<file path="src/hw/rtl/ncc_pkg.sv">
`timescale 1ns / 1ps
// ncc_pkg: shared types and codes of the nearest centroid classifier
// no dependencies; imported by the datapath and the core

package ncc_pkg;

	// operation codes carried on the op field of an item beat
	localparam logic OP_WRITE   = 1'b0;
	localparam logic OP_FEATURE = 1'b1;

	// control state of the core sequencer
	typedef enum logic [1:0] {
		ST_IDLE,
		ST_RUN,
		ST_DRAIN,
		ST_EMIT
	} ncc_state_t;

	// per-cluster control travelling down the distance pipeline
	typedef struct packed {
		logic valid;
		logic skip;
		logic first;
	} ncc_ctl_t;

	// status returned by the distance pipeline
	typedef struct packed {
		logic busy;
		logic wr_en;
	} ncc_stat_t;

endpackage

</file>
<file path="src/hw/rtl/ncc_item_if.sv">
`timescale 1ns / 1ps
// ncc_item_if: input channel of the classifier, valid/ready with item payload
// no dependencies

interface ncc_item_if #(
	parameter int CW = 3,
	parameter int FW = 5,
	parameter int VW = 16
) ();
	logic                 valid;
	logic                 ready;
	logic                 op;
	logic [CW-1:0]        cluster_index;
	logic [FW-1:0]        feature_index;
	logic signed [VW-1:0] value;
	logic                 last;

	modport source (
		output valid, op, cluster_index, feature_index, value, last,
		input  ready
	);

	modport sink (
		input  valid, op, cluster_index, feature_index, value, last,
		output ready
	);
endinterface

</file>
<file path="src/hw/rtl/ncc_result_if.sv">
`timescale 1ns / 1ps
// ncc_result_if: result channel of the classifier, valid/ready with result payload
// no dependencies

interface ncc_result_if #(
	parameter int CW = 3,
	parameter int DW = 37,
	parameter int SW = 4
) ();
	logic          valid;
	logic          ready;
	logic [CW-1:0] nearest_cluster;
	logic [DW-1:0] best_distance;
	logic [SW-1:0] record_slot;

	modport source (
		output valid, nearest_cluster, best_distance, record_slot,
		input  ready
	);

	modport sink (
		input  valid, nearest_cluster, best_distance, record_slot,
		output ready
	);
endinterface

</file>
<file path="src/hw/rtl/nearest_centroid_classifier_core.sv">
`timescale 1ns / 1ps
// nearest_centroid_classifier_core: top level of the nearest centroid classifier
// depends on ncc_pkg, ncc_item_if, ncc_result_if, ncc_ram, ncc_dist
//
//  channel  dir  beat contents
//  -------  ---  -----------------------------------------------------------
//  item     in   op, cluster_index, feature_index, value, last
//  result   out  nearest_cluster, best_distance, record_slot
//
// a centroid write goes straight into the centroid ram
// a feature element holds off the next ready until it retires, with one row
// of the centroid ram read per cycle through its single read port, then
// three pipeline stages; a last element also loads the result register,
// and waits for it while the previous result is still held
// reset clears control, the accumulator valid bits and the slot counter;
// the centroid ram is not cleared, there is no clearing pass
// a stalled result holds in its output register while items are still taken

module nearest_centroid_classifier_core import ncc_pkg::*; #(
	parameter int CLUSTER_COUNT = 8,
	parameter int FEATURE_COUNT = 21,
	parameter int RECORD_COUNT  = 16,
	parameter int VALUE_WIDTH   = 16,
	localparam int CW = $clog2(CLUSTER_COUNT),
	localparam int FW = (FEATURE_COUNT > 1) ? $clog2(FEATURE_COUNT) : 1,
	localparam int SW = (RECORD_COUNT > 1) ? $clog2(RECORD_COUNT) : 1,
	localparam int VW = VALUE_WIDTH,
	localparam int DW = 2 * VALUE_WIDTH + $clog2(FEATURE_COUNT)
) (
	input  logic         clk,
	input  logic         arst_n,
	ncc_item_if.sink     item,
	ncc_result_if.source result
);

	localparam int TBL_DEPTH = CLUSTER_COUNT * FEATURE_COUNT;
	localparam int TW        = $clog2(TBL_DEPTH);

	// sequencer state
	ncc_state_t           state_q, state_d;
	logic [CW-1:0]        clu_q;
	logic [TW-1:0]        addr_q;
	logic signed [VW-1:0] value_q;
	logic                 skip_q;
	logic                 last_q;
	logic [SW-1:0]        slot_q;

	// issue to s1
	ncc_ctl_t             ctl_s1;
	logic [CW-1:0]        idx_s1;

	// accumulator valid bits, an invalid entry reads as zero
	logic [CLUSTER_COUNT-1:0] acc_valid_q;

	// output register
	logic                 out_valid_q;
	logic [CW-1:0]        out_cluster_q;
	logic [DW-1:0]        out_dist_q;
	logic [SW-1:0]        out_slot_q;

	logic                 accept;
	logic                 tbl_we;
	logic [TW-1:0]        tbl_waddr;
	logic                 in_range_wr;
	logic                 feat_ok;
	logic                 issue;
	logic                 last_cluster;
	logic                 emit;
	logic [VW-1:0]        tbl_rdata;
	logic [DW-1:0]        acc_rdata;
	logic [DW-1:0]        acc_masked;
	ncc_stat_t            dist_stat;
	logic [CW-1:0]        acc_widx;
	logic [DW-1:0]        acc_wdata;
	logic [CW-1:0]        best_idx;
	logic [DW-1:0]        best_dist;

	assign item.ready = (state_q == ST_IDLE);
	assign accept     = item.valid & item.ready;

	assign feat_ok     = {1'b0, item.feature_index} < (FW+1)'(FEATURE_COUNT);
	assign in_range_wr = feat_ok && ({1'b0, item.cluster_index} < (CW+1)'(CLUSTER_COUNT));
	assign tbl_we      = accept && (item.op == OP_WRITE) && in_range_wr;
	assign tbl_waddr   = TW'(item.cluster_index * FEATURE_COUNT) + TW'(item.feature_index);

	assign issue        = (state_q == ST_RUN);
	assign last_cluster = (clu_q == CW'(CLUSTER_COUNT - 1));
	assign emit         = (state_q == ST_EMIT) && (!out_valid_q || result.ready);

	// centroid table, one row per cluster, one column per feature
	ncc_ram #(
		.WIDTH (VW),
		.DEPTH (TBL_DEPTH)
	) u_tbl_ram (
		.clk   (clk),
		.we    (tbl_we),
		.waddr (tbl_waddr),
		.wdata (item.value),
		.raddr (addr_q),
		.rdata (tbl_rdata)
	);

	// running squared distance per cluster
	ncc_ram #(
		.WIDTH (DW),
		.DEPTH (CLUSTER_COUNT)
	) u_acc_ram (
		.clk   (clk),
		.we    (dist_stat.wr_en),
		.waddr (acc_widx),
		.wdata (acc_wdata),
		.raddr (clu_q),
		.rdata (acc_rdata)
	);

	assign acc_masked = acc_valid_q[idx_s1] ? acc_rdata : '0;

	ncc_dist #(
		.CW (CW),
		.VW (VW),
		.DW (DW)
	) u_dist (
		.clk       (clk),
		.arst_n    (arst_n),
		.ctl_s1    (ctl_s1),
		.idx_s1    (idx_s1),
		.value     (value_q),
		.tbl_data  (tbl_rdata),
		.acc_data  (acc_masked),
		.stat      (dist_stat),
		.wr_idx    (acc_widx),
		.wr_data   (acc_wdata),
		.best_idx  (best_idx),
		.best_dist (best_dist)
	);

	// next state
	always_comb begin
		state_d = state_q;
		unique case (state_q)
			ST_IDLE: begin
				if (accept && item.op == OP_FEATURE) begin
					state_d = ST_RUN;
				end
			end
			ST_RUN: begin
				if (last_cluster) begin
					state_d = ST_DRAIN;
				end
			end
			ST_DRAIN: begin
				if (!dist_stat.busy) begin
					state_d = last_q ? ST_EMIT : ST_IDLE;
				end
			end
			ST_EMIT: begin
				if (emit) begin
					state_d = ST_IDLE;
				end
			end
			default: state_d = ST_IDLE;
		endcase
	end

	always_ff @(posedge clk or negedge arst_n) begin
		if (!arst_n) begin
			state_q <= ST_IDLE;
		end else begin
			state_q <= state_d;
		end
	end

	// control registers
	always_ff @(posedge clk or negedge arst_n) begin
		if (!arst_n) begin
			ctl_s1      <= '0;
			acc_valid_q <= '0;
			slot_q      <= '0;
			out_valid_q <= 1'b0;
		end else begin
			ctl_s1.valid <= issue;
			ctl_s1.skip  <= skip_q;
			ctl_s1.first <= (clu_q == '0);
			if (dist_stat.wr_en) begin
				acc_valid_q[acc_widx] <= 1'b1;
			end
			if (emit) begin
				acc_valid_q <= '0;
				slot_q      <= (slot_q == SW'(RECORD_COUNT - 1)) ? '0 : slot_q + 1'b1;
				out_valid_q <= 1'b1;
			end else if (result.ready) begin
				out_valid_q <= 1'b0;
			end
		end
	end

	// item and walk registers
	always_ff @(posedge clk) begin
		idx_s1 <= clu_q;
		if (accept && item.op == OP_FEATURE) begin
			value_q <= item.value;
			skip_q  <= !feat_ok;
			last_q  <= item.last;
			clu_q   <= '0;
			addr_q  <= feat_ok ? TW'(item.feature_index) : '0;
		end else if (issue) begin
			clu_q  <= clu_q + 1'b1;
			addr_q <= skip_q ? '0 : addr_q + TW'(FEATURE_COUNT);
		end
		if (emit) begin
			out_cluster_q <= best_idx;
			out_dist_q    <= best_dist;
			out_slot_q    <= slot_q;
		end
	end

	assign result.valid           = out_valid_q;
	assign result.nearest_cluster = out_cluster_q;
	assign result.best_distance   = out_dist_q;
	assign result.record_slot     = out_slot_q;

	// checks

	// no item is taken while the distance pipeline still holds work
	a_idle_drained: assert property (@(posedge clk) disable iff (!arst_n)
		item.ready |-> !dist_stat.busy)
		else $error("item taken while pipeline busy");

	// the walk leaves run right after the final cluster row
	a_run_length: assert property (@(posedge clk) disable iff (!arst_n)
		(state_q == ST_RUN && last_cluster) |=> (state_q == ST_DRAIN))
		else $error("cluster walk overran");

	// a result only appears out of the emit step
	a_emit_source: assert property (@(posedge clk) disable iff (!arst_n)
		$rose(out_valid_q) |-> $past(state_q == ST_EMIT))
		else $error("result raised outside emit");

	// accumulators are empty after a result is produced
	a_acc_cleared: assert property (@(posedge clk) disable iff (!arst_n)
		emit |=> (acc_valid_q == '0))
		else $error("accumulators not cleared after result");

endmodule

</file>
<file path="src/hw/rtl/ncc_ram.sv">
`timescale 1ns / 1ps
// ncc_ram: generic simple dual-port ram, one write port, one registered read port
// no dependencies

module ncc_ram #(
	parameter int WIDTH = 16,
	parameter int DEPTH = 168,
	localparam int AW = (DEPTH > 1) ? $clog2(DEPTH) : 1
) (
	input  logic             clk,
	input  logic             we,
	input  logic [AW-1:0]    waddr,
	input  logic [WIDTH-1:0] wdata,
	input  logic [AW-1:0]    raddr,
	output logic [WIDTH-1:0] rdata
);

	logic [WIDTH-1:0] mem [DEPTH];

	always_ff @(posedge clk) begin
		if (we) begin
			mem[waddr] <= wdata;
		end
		rdata <= mem[raddr];
	end

endmodule

</file>
<file path="src/hw/rtl/ncc_dist.sv">
`timescale 1ns / 1ps
// ncc_dist: squared difference, saturating accumulate and running minimum
// depends on ncc_pkg

module ncc_dist import ncc_pkg::*; #(
	parameter int CW = 3,
	parameter int VW = 16,
	parameter int DW = 37
) (
	input  logic                 clk,
	input  logic                 arst_n,
	input  ncc_ctl_t             ctl_s1,
	input  logic [CW-1:0]        idx_s1,
	input  logic signed [VW-1:0] value,
	input  logic [VW-1:0]        tbl_data,
	input  logic [DW-1:0]        acc_data,
	output ncc_stat_t            stat,
	output logic [CW-1:0]        wr_idx,
	output logic [DW-1:0]        wr_data,
	output logic [CW-1:0]        best_idx,
	output logic [DW-1:0]        best_dist
);

	ncc_ctl_t            ctl_s2, ctl_s3;
	logic [CW-1:0]       idx_s2, idx_s3;
	logic [VW-1:0]       mag_s2;
	logic [2*VW-1:0]     sq_s3;
	logic [DW-1:0]       acc_s2, acc_s3;
	logic [CW-1:0]       best_idx_q;
	logic [DW-1:0]       best_dist_q;
	logic signed [VW:0]  diff;
	logic [VW:0]         mag_full;
	logic [DW:0]         sum_ext;

	// s1: difference and magnitude
	assign diff     = $signed({value[VW-1], value}) - $signed({tbl_data[VW-1], tbl_data});
	assign mag_full = diff[VW] ? (VW+1)'(-diff) : (VW+1)'(diff);

	// s3: saturating add
	assign sum_ext = {1'b0, acc_s3} + (DW+1)'(sq_s3);
	assign wr_data = sum_ext[DW] ? {DW{1'b1}} : sum_ext[DW-1:0];
	assign wr_idx  = idx_s3;

	always_ff @(posedge clk or negedge arst_n) begin
		if (!arst_n) begin
			ctl_s2 <= '0;
			ctl_s3 <= '0;
		end else begin
			ctl_s2 <= ctl_s1;
			ctl_s3 <= ctl_s2;
		end
	end

	always_ff @(posedge clk) begin
		idx_s2 <= idx_s1;
		mag_s2 <= ctl_s1.skip ? '0 : mag_full[VW-1:0];
		acc_s2 <= acc_data;
		idx_s3 <= idx_s2;
		sq_s3  <= mag_s2 * mag_s2;
		acc_s3 <= acc_s2;
		// strict compare in ascending order keeps the lowest index on a tie
		if (ctl_s3.valid && (ctl_s3.first || wr_data < best_dist_q)) begin
			best_idx_q  <= idx_s3;
			best_dist_q <= wr_data;
		end
	end

	assign stat.busy  = ctl_s1.valid | ctl_s2.valid | ctl_s3.valid;
	assign stat.wr_en = ctl_s3.valid;
	assign best_idx   = best_idx_q;
	assign best_dist  = best_dist_q;

endmodule
</file>
<file path="src/flat_wrapper.sv">
// flat-port wrapper written by rule: the top's interface ports become plain ports
module nearest_centroid_classifier_core_flat import ncc_pkg::*;
#(
	parameter int CLUSTER_COUNT = 8,
	parameter int FEATURE_COUNT = 21,
	parameter int RECORD_COUNT  = 16,
	parameter int VALUE_WIDTH   = 16,
	localparam int CW = $clog2(CLUSTER_COUNT),
	localparam int FW = (FEATURE_COUNT > 1) ? $clog2(FEATURE_COUNT) : 1,
	localparam int SW = (RECORD_COUNT > 1) ? $clog2(RECORD_COUNT) : 1,
	localparam int VW = VALUE_WIDTH,
	localparam int DW = 2 * VALUE_WIDTH + $clog2(FEATURE_COUNT)
)
  (clk, arst_n, item_valid, item_op, item_cluster_index, item_feature_index, item_value, item_last, item_ready, result_valid, result_nearest_cluster, result_best_distance, result_record_slot, result_ready);
  ncc_item_if item_i ();
  ncc_result_if result_i ();
  input  logic clk;
  input  logic arst_n;
  input wire logic [$bits(item_i.valid)-1:0] item_valid;
  input wire logic [$bits(item_i.op)-1:0] item_op;
  input wire logic [$bits(item_i.cluster_index)-1:0] item_cluster_index;
  input wire logic [$bits(item_i.feature_index)-1:0] item_feature_index;
  input wire logic [$bits(item_i.value)-1:0] item_value;
  input wire logic [$bits(item_i.last)-1:0] item_last;
  output wire logic [$bits(item_i.ready)-1:0] item_ready;
  output wire logic [$bits(result_i.valid)-1:0] result_valid;
  output wire logic [$bits(result_i.nearest_cluster)-1:0] result_nearest_cluster;
  output wire logic [$bits(result_i.best_distance)-1:0] result_best_distance;
  output wire logic [$bits(result_i.record_slot)-1:0] result_record_slot;
  input wire logic [$bits(result_i.ready)-1:0] result_ready;
  assign item_i.valid = item_valid;
  assign item_i.op = item_op;
  assign item_i.cluster_index = item_cluster_index;
  assign item_i.feature_index = item_feature_index;
  assign item_i.value = item_value;
  assign item_i.last = item_last;
  assign item_ready = item_i.ready;
  assign result_valid = result_i.valid;
  assign result_nearest_cluster = result_i.nearest_cluster;
  assign result_best_distance = result_i.best_distance;
  assign result_record_slot = result_i.record_slot;
  assign result_i.ready = result_ready;
  nearest_centroid_classifier_core #(.CLUSTER_COUNT(CLUSTER_COUNT), .FEATURE_COUNT(FEATURE_COUNT), .RECORD_COUNT(RECORD_COUNT), .VALUE_WIDTH(VALUE_WIDTH)) u_core (.clk(clk), .arst_n(arst_n), .item(item_i), .result(result_i));
endmodule
</file>
<file path="config.mk">
export PLATFORM = sky130hd
export DESIGN_NAME = nearest_centroid_classifier_core_flat
export DESIGN_NICKNAME = d
export VERILOG_FILES = /design/src/hw/rtl/ncc_pkg.sv /design/src/hw/rtl/ncc_item_if.sv /design/src/hw/rtl/ncc_result_if.sv /design/src/hw/rtl/nearest_centroid_classifier_core.sv /design/src/hw/rtl/ncc_ram.sv /design/src/hw/rtl/ncc_dist.sv /design/src/flat_wrapper.sv
export SDC_FILE = /design/constraint.sdc
export NUM_CORES = 2
export LEC_CHECK = 0
export ABC_AREA = 1
export BUFFER_PORTS_ARGS = -buffer_cell sky130_fd_sc_hd__buf_4
export CAP_MARGIN = 15
export CORE_ASPECT_RATIO = 1.25
export CORE_MARGIN = 8
export CORE_UTILIZATION = 59
export CTS_CLUSTER_SIZE = 24
export DETAILED_ROUTE_END_ITERATION = 12
export PLACE_DENSITY = 0.75
export SYNTH_ARGS = -nofsm -noshare
export SYNTH_HDL_FRONTEND = slang
export SYNTH_SLANG_ARGS = --single-unit
</file>
<file path="constraint.sdc">
create_clock -name clk -period 6.8 [get_ports clk]
set_input_delay 0.34 -clock clk [delete_from_list [all_inputs] [get_ports clk]]
set_output_delay 0.34 -clock clk [all_outputs]
set_load 0.005 [all_outputs]
</file>
After elaboration in Yosys (flattened, before gate mapping)
Memories as Yosys holds them, arrays and structs flattened. A register that Yosys moved wholly into a read port is not among the register bits.
Index checks and enable logic that the tools add are counted.
Word-level totals
  bits in latches: 0
  output and inout bits: 46
  bits in read-only memories: 0
  memory bits (writable): 2984
  input port bits: 30
  memories kept: 2
  bits in registers: 266
  word-level logic and storage cells: 99
Memories
  u_core.u_tbl_ram.mem: depth 168, bits a word 16, read ports 1, clocked after memory_dff 1, wr ports 1, RTL line ncc_ram.sv:18  | logic [WIDTH-1:0] mem [DEPTH];
  u_core.u_acc_ram.mem: depth 8, bits a word 37, read ports 1, clocked after memory_dff 1, wr ports 1, RTL line ncc_ram.sv:18
Operators by class
  div/mod/pow operators: 0
  multiply operators: 2
  reduce and logical (&&, ||, !) cells: 16
  equality and inequality tests: 9
  bitwise operators: 5
  $lt $le $gt $ge: 5
  add/subtract/negate cells: 7
  mux-type cells: 25
  shift operators: 0
Operators by type and width (number)
  2-to-1 mux 8 bit: 5
  adder 37 x 32 -> 38 bit: 1
  less-than comparator 37 bit: 1
  2-to-1 mux 37 bit: 1
  multiplier 16 x 16 -> 32 bit: 1
  subtractor 16 x 16 -> 17 bit: 1
  2-to-1 mux 16 bit: 1
  negation 16 bit: 1
  2-to-1 mux 2 bit: 5
  adder 8 x 5 -> 8 bit: 1
  adder 8 x 5 -> 8 bit, second input constant: 1
  less-than comparator 3 x 4 -> 1 bit, second input constant: 2
  multiplier 3 x 5 -> 8 bit, second input constant: 1
  2-to-1 mux 1 bit: 8
  OR 8 bit: 1
  one-hot mux 2 bit (4 select lines): 1
  logical AND 1 bit: 6
  inequality test 2 bit, second input constant: 3
  nonzero test 2 bit: 3
  less-than comparator 5 bit, second input constant: 1
  2-to-1 mux 5 bit: 1
  adder 4 x 1 -> 4 bit, second input constant: 1
  == test 2 bit, second input constant: 2
  == test 4 bit, second input constant: 1
  other kinds (16): 19

Logic depth before layout (Yosys ltp)
  depth in word-level cells: 7
  gate-level depth with buffers: 27
  depth with buffers taken out: 25

Cells and area by module
Synthesis repeated with hierarchy kept, for this count alone.
Second synthesis, totals
  cell total of the unflattened synthesis: 12469
  area, all modules: 141829.8 um2
By module, submodules not included
  ncc_ram (u_core.u_tbl_ram): area each 108141.2 um2, times used 1, cells an instance 8804
  ncc_dist: area each 15828.9 um2, times used 1, cells an instance 1953
  ncc_ram (u_core.u_acc_ram): area each 13741.9 um2, times used 1, cells an instance 1334
  nearest_centroid_classifier_core: area each 4117.7 um2, times used 1, cells an instance 378

Least setup slack after synthesis
OpenSTA, ideal clock, no wires.
  path kind: register to register
  from: reg u_core.u_dist.mag_s2[8]
  to: reg u_core.u_dist.sq_s3[28]
  required time: 6.688 ns
  library setup time: 0.112 ns
  buffers on the path: 2
  path slack: 1.203 ns
  arrival: 5.485 ns
  period minus slack after synthesis: 5.597 ns
  stages on the path, launching flop included: 27
  cell sequence: dfxtp_1 clkbuf_1 clkbuf_1 nand2_1 inv_1 fa_1 inv_1 fa_1 inv_1 fa_1 inv_1 fa_1 inv_1 fa_1 inv_1 fa_1 inv_1 ha_1 nand2_1 nor2_1 inv_1 o21ai_0 a21oi_1 o21ai_0 nand2_1 nand3_1 nand2_1
Between the ends
  word-level cells in the longest chain between the ends: 1
Ends and longest elaborated chain
  from (decl): RTL line ncc_dist.sv:26  | logic [VW-1:0] mag_s2;
  from (signal assigned): RTL line ncc_dist.sv:56  | mag_s2 <= ctl_s1.skip ? '0 : mag_full[VW-1:0];
  multiplier 16 x 16 -> 32 bit: RTL line ncc_dist.sv:59  | sq_s3 <= mag_s2 * mag_s2;
  to (signal assigned): RTL line ncc_dist.sv:59
  to (decl): RTL line ncc_dist.sv:27  | logic [2*VW-1:0] sq_s3;
Every way passes these cells.
A chain may end at the register's enable or synchronous reset.

Worst setup path after layout
  from: reg u_core.u_dist.mag_s2[10]
  to: reg u_core.u_dist.sq_s3[28]
Same word-level chain as after synthesis.

==> Flow_metrics.wiki <==
{| class="wikitable"
! Metric !! Value
|-
| Outcome || finished, violations left
|-
| Violated checks || design-rule violations
|-
| Port Buffers || 75
|-
| Logic depth of the worst register-to-register path || 21
|-
| Compound-gate portion of the synthesized area || 11.11%
|-
| Post-route clock period utilization || 90.06%
|-
| Global route total overflow || 0
|-
| Hold Path Stages || 1
|-
| Post-synthesis sequential area ratio || 70.54%
|-
| Critical path type || flip-flop to flip-flop
|-
| Total routing resource utilization after global routing || 28.79%
|-
| Std-Cell Core Area || 232400 sq um
|-
| Last weighted congestion value of the routability-driven placer || 0.9091
|-
| Critical path's largest stage delay || 0.89 ns
|-
| Kind of launch point of the worst setup path || flip-flop
|-
| Per-instance average area after synthesis || 12.41 sq um
|-
| Count of H-tree levels built during CTS || 5
|-
| Buffers inserted during post-CTS setup optimization || 0
|-
| Worst path slowest cell || dfxtp_1
|-
| Arrival time at the worst endpoint || 6.88 ns
|-
| CTS Buffer Depth || 4
|-
| Layout Area Growth over Synthesis || 10.22%
|-
| Pin count of the biggest net entering global routing || 217
|-
| CTS buffer count || 316
|-
| Fraction of synthesis flops using an asynchronous set or reset pin || 0.6663%
|-
| Post-synthesis xor/xnor area fraction || 0.3433%
|-
| Most used cell along the critical path || fa_1
|-
| Count of state elements after synthesis || 3302
|-
| Synth Flop Type || edfxtp_1
|-
| Die area || 249300 sq um
|-
| Final setup violating endpoints || 0
|-
| Vias in the first global route || 88.95k
|-
| Standard-cell rows || 198
|-
| Worst IR drop on VDD || 0.5151 mV
|-
| Share of final-layout standard cells stronger than drive strength 1 || 7.741%
|-
| Portion of total power attributed to the clock network || 24.1%
|-
| Leakage || 0.05280 uW
|-
| Cell area after technology mapping || 137800 sq um
|-
| Syn Inst Count || 11.11k
|-
| Wire length of the first global-routing pass || 548400 um
|-
| Fillers || 16.45k
|-
| CTS tree || yes
|-
| Count of clock tree sinks || 3302
|-
| # DRC || 2
|-
| Synth warn || 0
|-
| Final non-filler cell area || 151900 sq um
|-
| Clock edge transition at the registers on the reported setup and hold paths || 0.06 ns
|-
| Max-slew headroom at the worst pin || 22.60%
|-
| Setup TNS || 0 ns
|-
| Critical path cell sequence || nand2_1 -> fa_1 -> fa_1 -> inv_1 -> fa_1 -> fa_1 -> fa_1 -> inv_1 -> fa_1 -> inv_1 -> ha_1 -> nand2_1 -> nor2_1 -> inv_1 -> o21ai_0 -> buf_4 -> a21oi_1 -> o21ai_0 -> nand2_1 -> nand3_1 -> nand2_1
|-
| Later-pin clock latency in the skew report || 0.89 ns
|-
| Crit path time final || 6.124 ns
|-
| Synthesized-area fraction occupied by and/or/nand/nor cells || 9.878%
|-
| Critical path capture point type || flip-flop
|-
| Internal power component || 42740 uW
|-
| Final Max Tran Viols || 0
|-
| Drt total wl || 370000 um
|-
| Per-cell via count in the routed design || 6.332
|-
| Number of nets in the synthesized netlist || 11.50k
|-
| Die span in x || 448.2 um
|-
| Number of hold violations in the final report || 0
|-
| Library cells used by synthesis || 53
|-
| Portion of total power attributed to sequential cells || 35.1%
|-
| Initial drt markers || 12.46k
|-
| DPL Wire Length || 211800 um
|-
| Achievable Freq || 163.3 MHz
|-
| RSZ-0062 raised after global routing || false
|-
| Portion of netlist area occupied by mux cells || 0.008174%
|-
| Area after DPL || 141600 sq um
|-
| Slew at the pin closest to its max-slew limit || 1.161 ns
|-
| Switching part of the total power || 39.81%
|-
| Layout Nets || 11.51k
|-
| Root buf cell || clkbuf_16
|-
| Count of nets left with antenna violations after detail routing || 0
|-
| Final clock skew || 0.07141 ns
|-
| Antenna violations before repair || 11
|-
| Initial Util || 59.29%
|-
| PnR Total Power || 71010 uW
|-
| Worst hold-check path type || primary input to flip-flop
|-
| Routed len/inst || 25.57 um
|-
| Max-Cap Viols || 0
|-
| Reported net switching power || 28270 uW
|-
| Part of the power in combinational logic || 40.8%
|-
| Power Density || 467.6 nW/um^2
|-
| Number of search-and-repair iterations in the first detailed-routing pass || 10
|-
| Die Height || 556.3 um
|-
| Adder and majority gate portion of the synthesized area || 4.232%
|-
| Dominant combinational cell family by area after synthesis || compound AO/OA/AOI/OAI gates
|-
| Number of enable flip-flop cells after synthesis || 3094
|-
| Total number of vias || 91.63k
|-
| Total I/O pin count || 76
|-
| Crit-path max FO || 16
|-
| Required time of the critical path || 7.56 ns
|}
==> logic make-up (layout without fill, tap and decap cells) <==
family | after synthesis | count (layout)
AOI/OAI and AO/OA | 2690 | 2690
xor gates and xnor gates | 54 | 54
adders and majority gates | 367 | 367
buffers and inverters | 1266 | 1515
DFF | 3302 | 3302
muxes | 1 | 1
other | 0 | 15
and+or+nand+nor | 3426 | 3426
==> cells in the mapped netlist (3+ instances only) <==
cell       number  area share, %
o2111ai_1       3          0.019
a21boi_0        9          0.049
buf_4          27           0.15
o21a_1          8          0.044
a21oi_1       251           0.91
o211ai_1      160           0.87
clkbuf_1      409            1.1
nand3_1       447            1.6
xnor2_1        17           0.11
inv_1         575            1.6
nor2_1       2139            5.8
edfxtp_1     3094             67
nor3_1         28           0.10
o22ai_1       394            1.8
buf_6          32           0.26
o21ai_0      1541            5.6
o21bai_1       10          0.054
nand2_1       757            2.1
a31o_2          4          0.025
a211oi_1        3          0.016
or2_2          16          0.073
ha_1          202            1.8
a31oi_1        50           0.23
xor2_1         37           0.24
a21o_1          7          0.038
nand4_1        14          0.064
buf_1          26          0.071
dfxtp_1       186            2.7
clkinv_1        4          0.011
o211ai_2        5          0.045
buf_2         186           0.68
nand3b_1        8          0.044
fa_1          165            2.4
o221ai_1      186            1.2
dfrtp_1        22           0.40
nand2_2        11          0.050
inv_2           3         0.0082
o21ai_1        49           0.18
==> flip-flops by register name, summed over array words and instances (netlist names), 31 cells and up <==
signal,cells
u_core.result.best_distance,37
u_core.u_acc_ram.mem,296
u_core.u_acc_ram.rdata,37
u_core.u_dist.acc_s2,37
u_core.u_dist.acc_s3,37
u_core.u_dist.best_dist,37
u_core.u_dist.sq_s3,31
u_core.u_tbl_ram.mem,2688
==> repair_timing <==
item,CTS,global route
hold buffers,21,0
endpoints found under the hold margin,204,0
resized for setup,0,0
==> cell type report <==
cell class              instances  area (sq um)  share of cell area (%)
diodes                         15         37.54                 0.02472
flip-flops and latches       3302         97190                   64.00
inverters                     582          2217                   1.460
multi-input cells            6538         35390                   23.30
repair buffers                371          3188                   2.099
well taps                    3100          3879                   2.554
clock inverters               148          1257                  0.8281
clock buffers                 414          8703                   5.731
==> cells in the final DEF, fill, tap and decap left out, types with 14 or more instances in the layout <==
| cell type | count |
|---|---|
| bufinv_16 | 18 |
| a21oi_1 | 250 |
| nand2_1 | 755 |
| nand4_1 | 14 |
| o211ai_1 | 160 |
| dfxtp_1 | 184 |
| o21ai_0 | 1541 |
| clkbuf_1 | 71 |
| dfrtp_1 | 22 |
| ha_1 | 202 |
| nor3_1 | 28 |
| buf_12 | 22 |
| diode_2 | 15 |
| a31oi_1 | 50 |
| buf_4 | 311 |
| clkinv_1 | 52 |
| o221ai_1 | 186 |
| dlygate4sd3_1 | 20 |
| clkinv_2 | 58 |
| nor2_2 | 23 |
| edfxtp_1 | 3094 |
| xnor2_1 | 17 |
| or2_2 | 16 |
| fa_1 | 165 |
| nor2_1 | 2107 |
| buf_6 | 16 |
| clkbuf_16 | 330 |
| xor2_1 | 37 |
| inv_1 | 571 |
| nand3_1 | 447 |
| o21ai_1 | 48 |
| o22ai_1 | 394 |
==> per-layer routing <==
layer	part of all wire (%)	up-vias	track usage, %
met4	6.7	6	16.53
met5	0.0095	-	0
li1	-	40043	-
met2	48	5599	47.16
met1	36	44919	36.55
met3	9.6	1058	4.843
==> path summary, 6_finish.rpt <==
check,end,slack [ns],start
setup / recovery,u_core.u_dist.sq_s3[28]$_DFF_P_,0.68,u_core.u_dist.mag_s2[10]$_SDFF_PP0_
hold / removal,u_core.u_tbl_ram.mem[57][6]$_DFFE_PP_,0.05,item_value[6]
setup reg to reg,u_core.u_dist.sq_s3[28]$_DFF_P_,0.68,u_core.u_dist.mag_s2[10]$_SDFF_PP0_
hold reg to reg,u_core.u_dist.acc_s3[32]$_DFF_P_,0.31,u_core.u_dist.acc_s2[32]$_SDFF_PN0_
max in group asynchronous,u_core.ctl_s1[1]$_DFF_PN0_,6.10,arst_n
min in group asynchronous,u_core.result.valid$_DFFE_PN0P_,0.50,arst_n
==> metrics by stage <==
step | instances | hold WS [ns] | utilization, % | setup WS [ns]
3_5_place_dp | 13871 | 0.2738 | 60.95 | 0.6622
4_1_cts | 14454 | 0.0009341 | 65.33 | 0.6266
5_1_grt | 14460 | 0.02857 | 65.34 | 0.2612
6_report | 14470 | 0.04524 | 65.35 | 0.6758
3_3_place_gp | 13870 | 0.2735 | 60.94 | 0.6786
2_1_floorplan | 11106 | 0.04441 | - | 1.203
==> worst max-delay path: cells and delay by family, from the launching register on <==
kind            cells  cell delay [ns]
buf+inv             5             0.35
simple gates        6             0.68
flops               1             0.89
compound gates      3             0.62
fa+ha+maj           7             3.45
==> power by group through the flow <==
stage,clock network (uW),logic (uW),registers (uW)
3_5_place_dp,0,28600,25300
3_3_place_gp,0,28000,25300
6_report,17100,29000,24900
2_1_floorplan,0,19600,24900
4_1_cts,17200,28800,24900
5_1_grt,18000,32100,25000
Power figures use the tool's default switching activity.
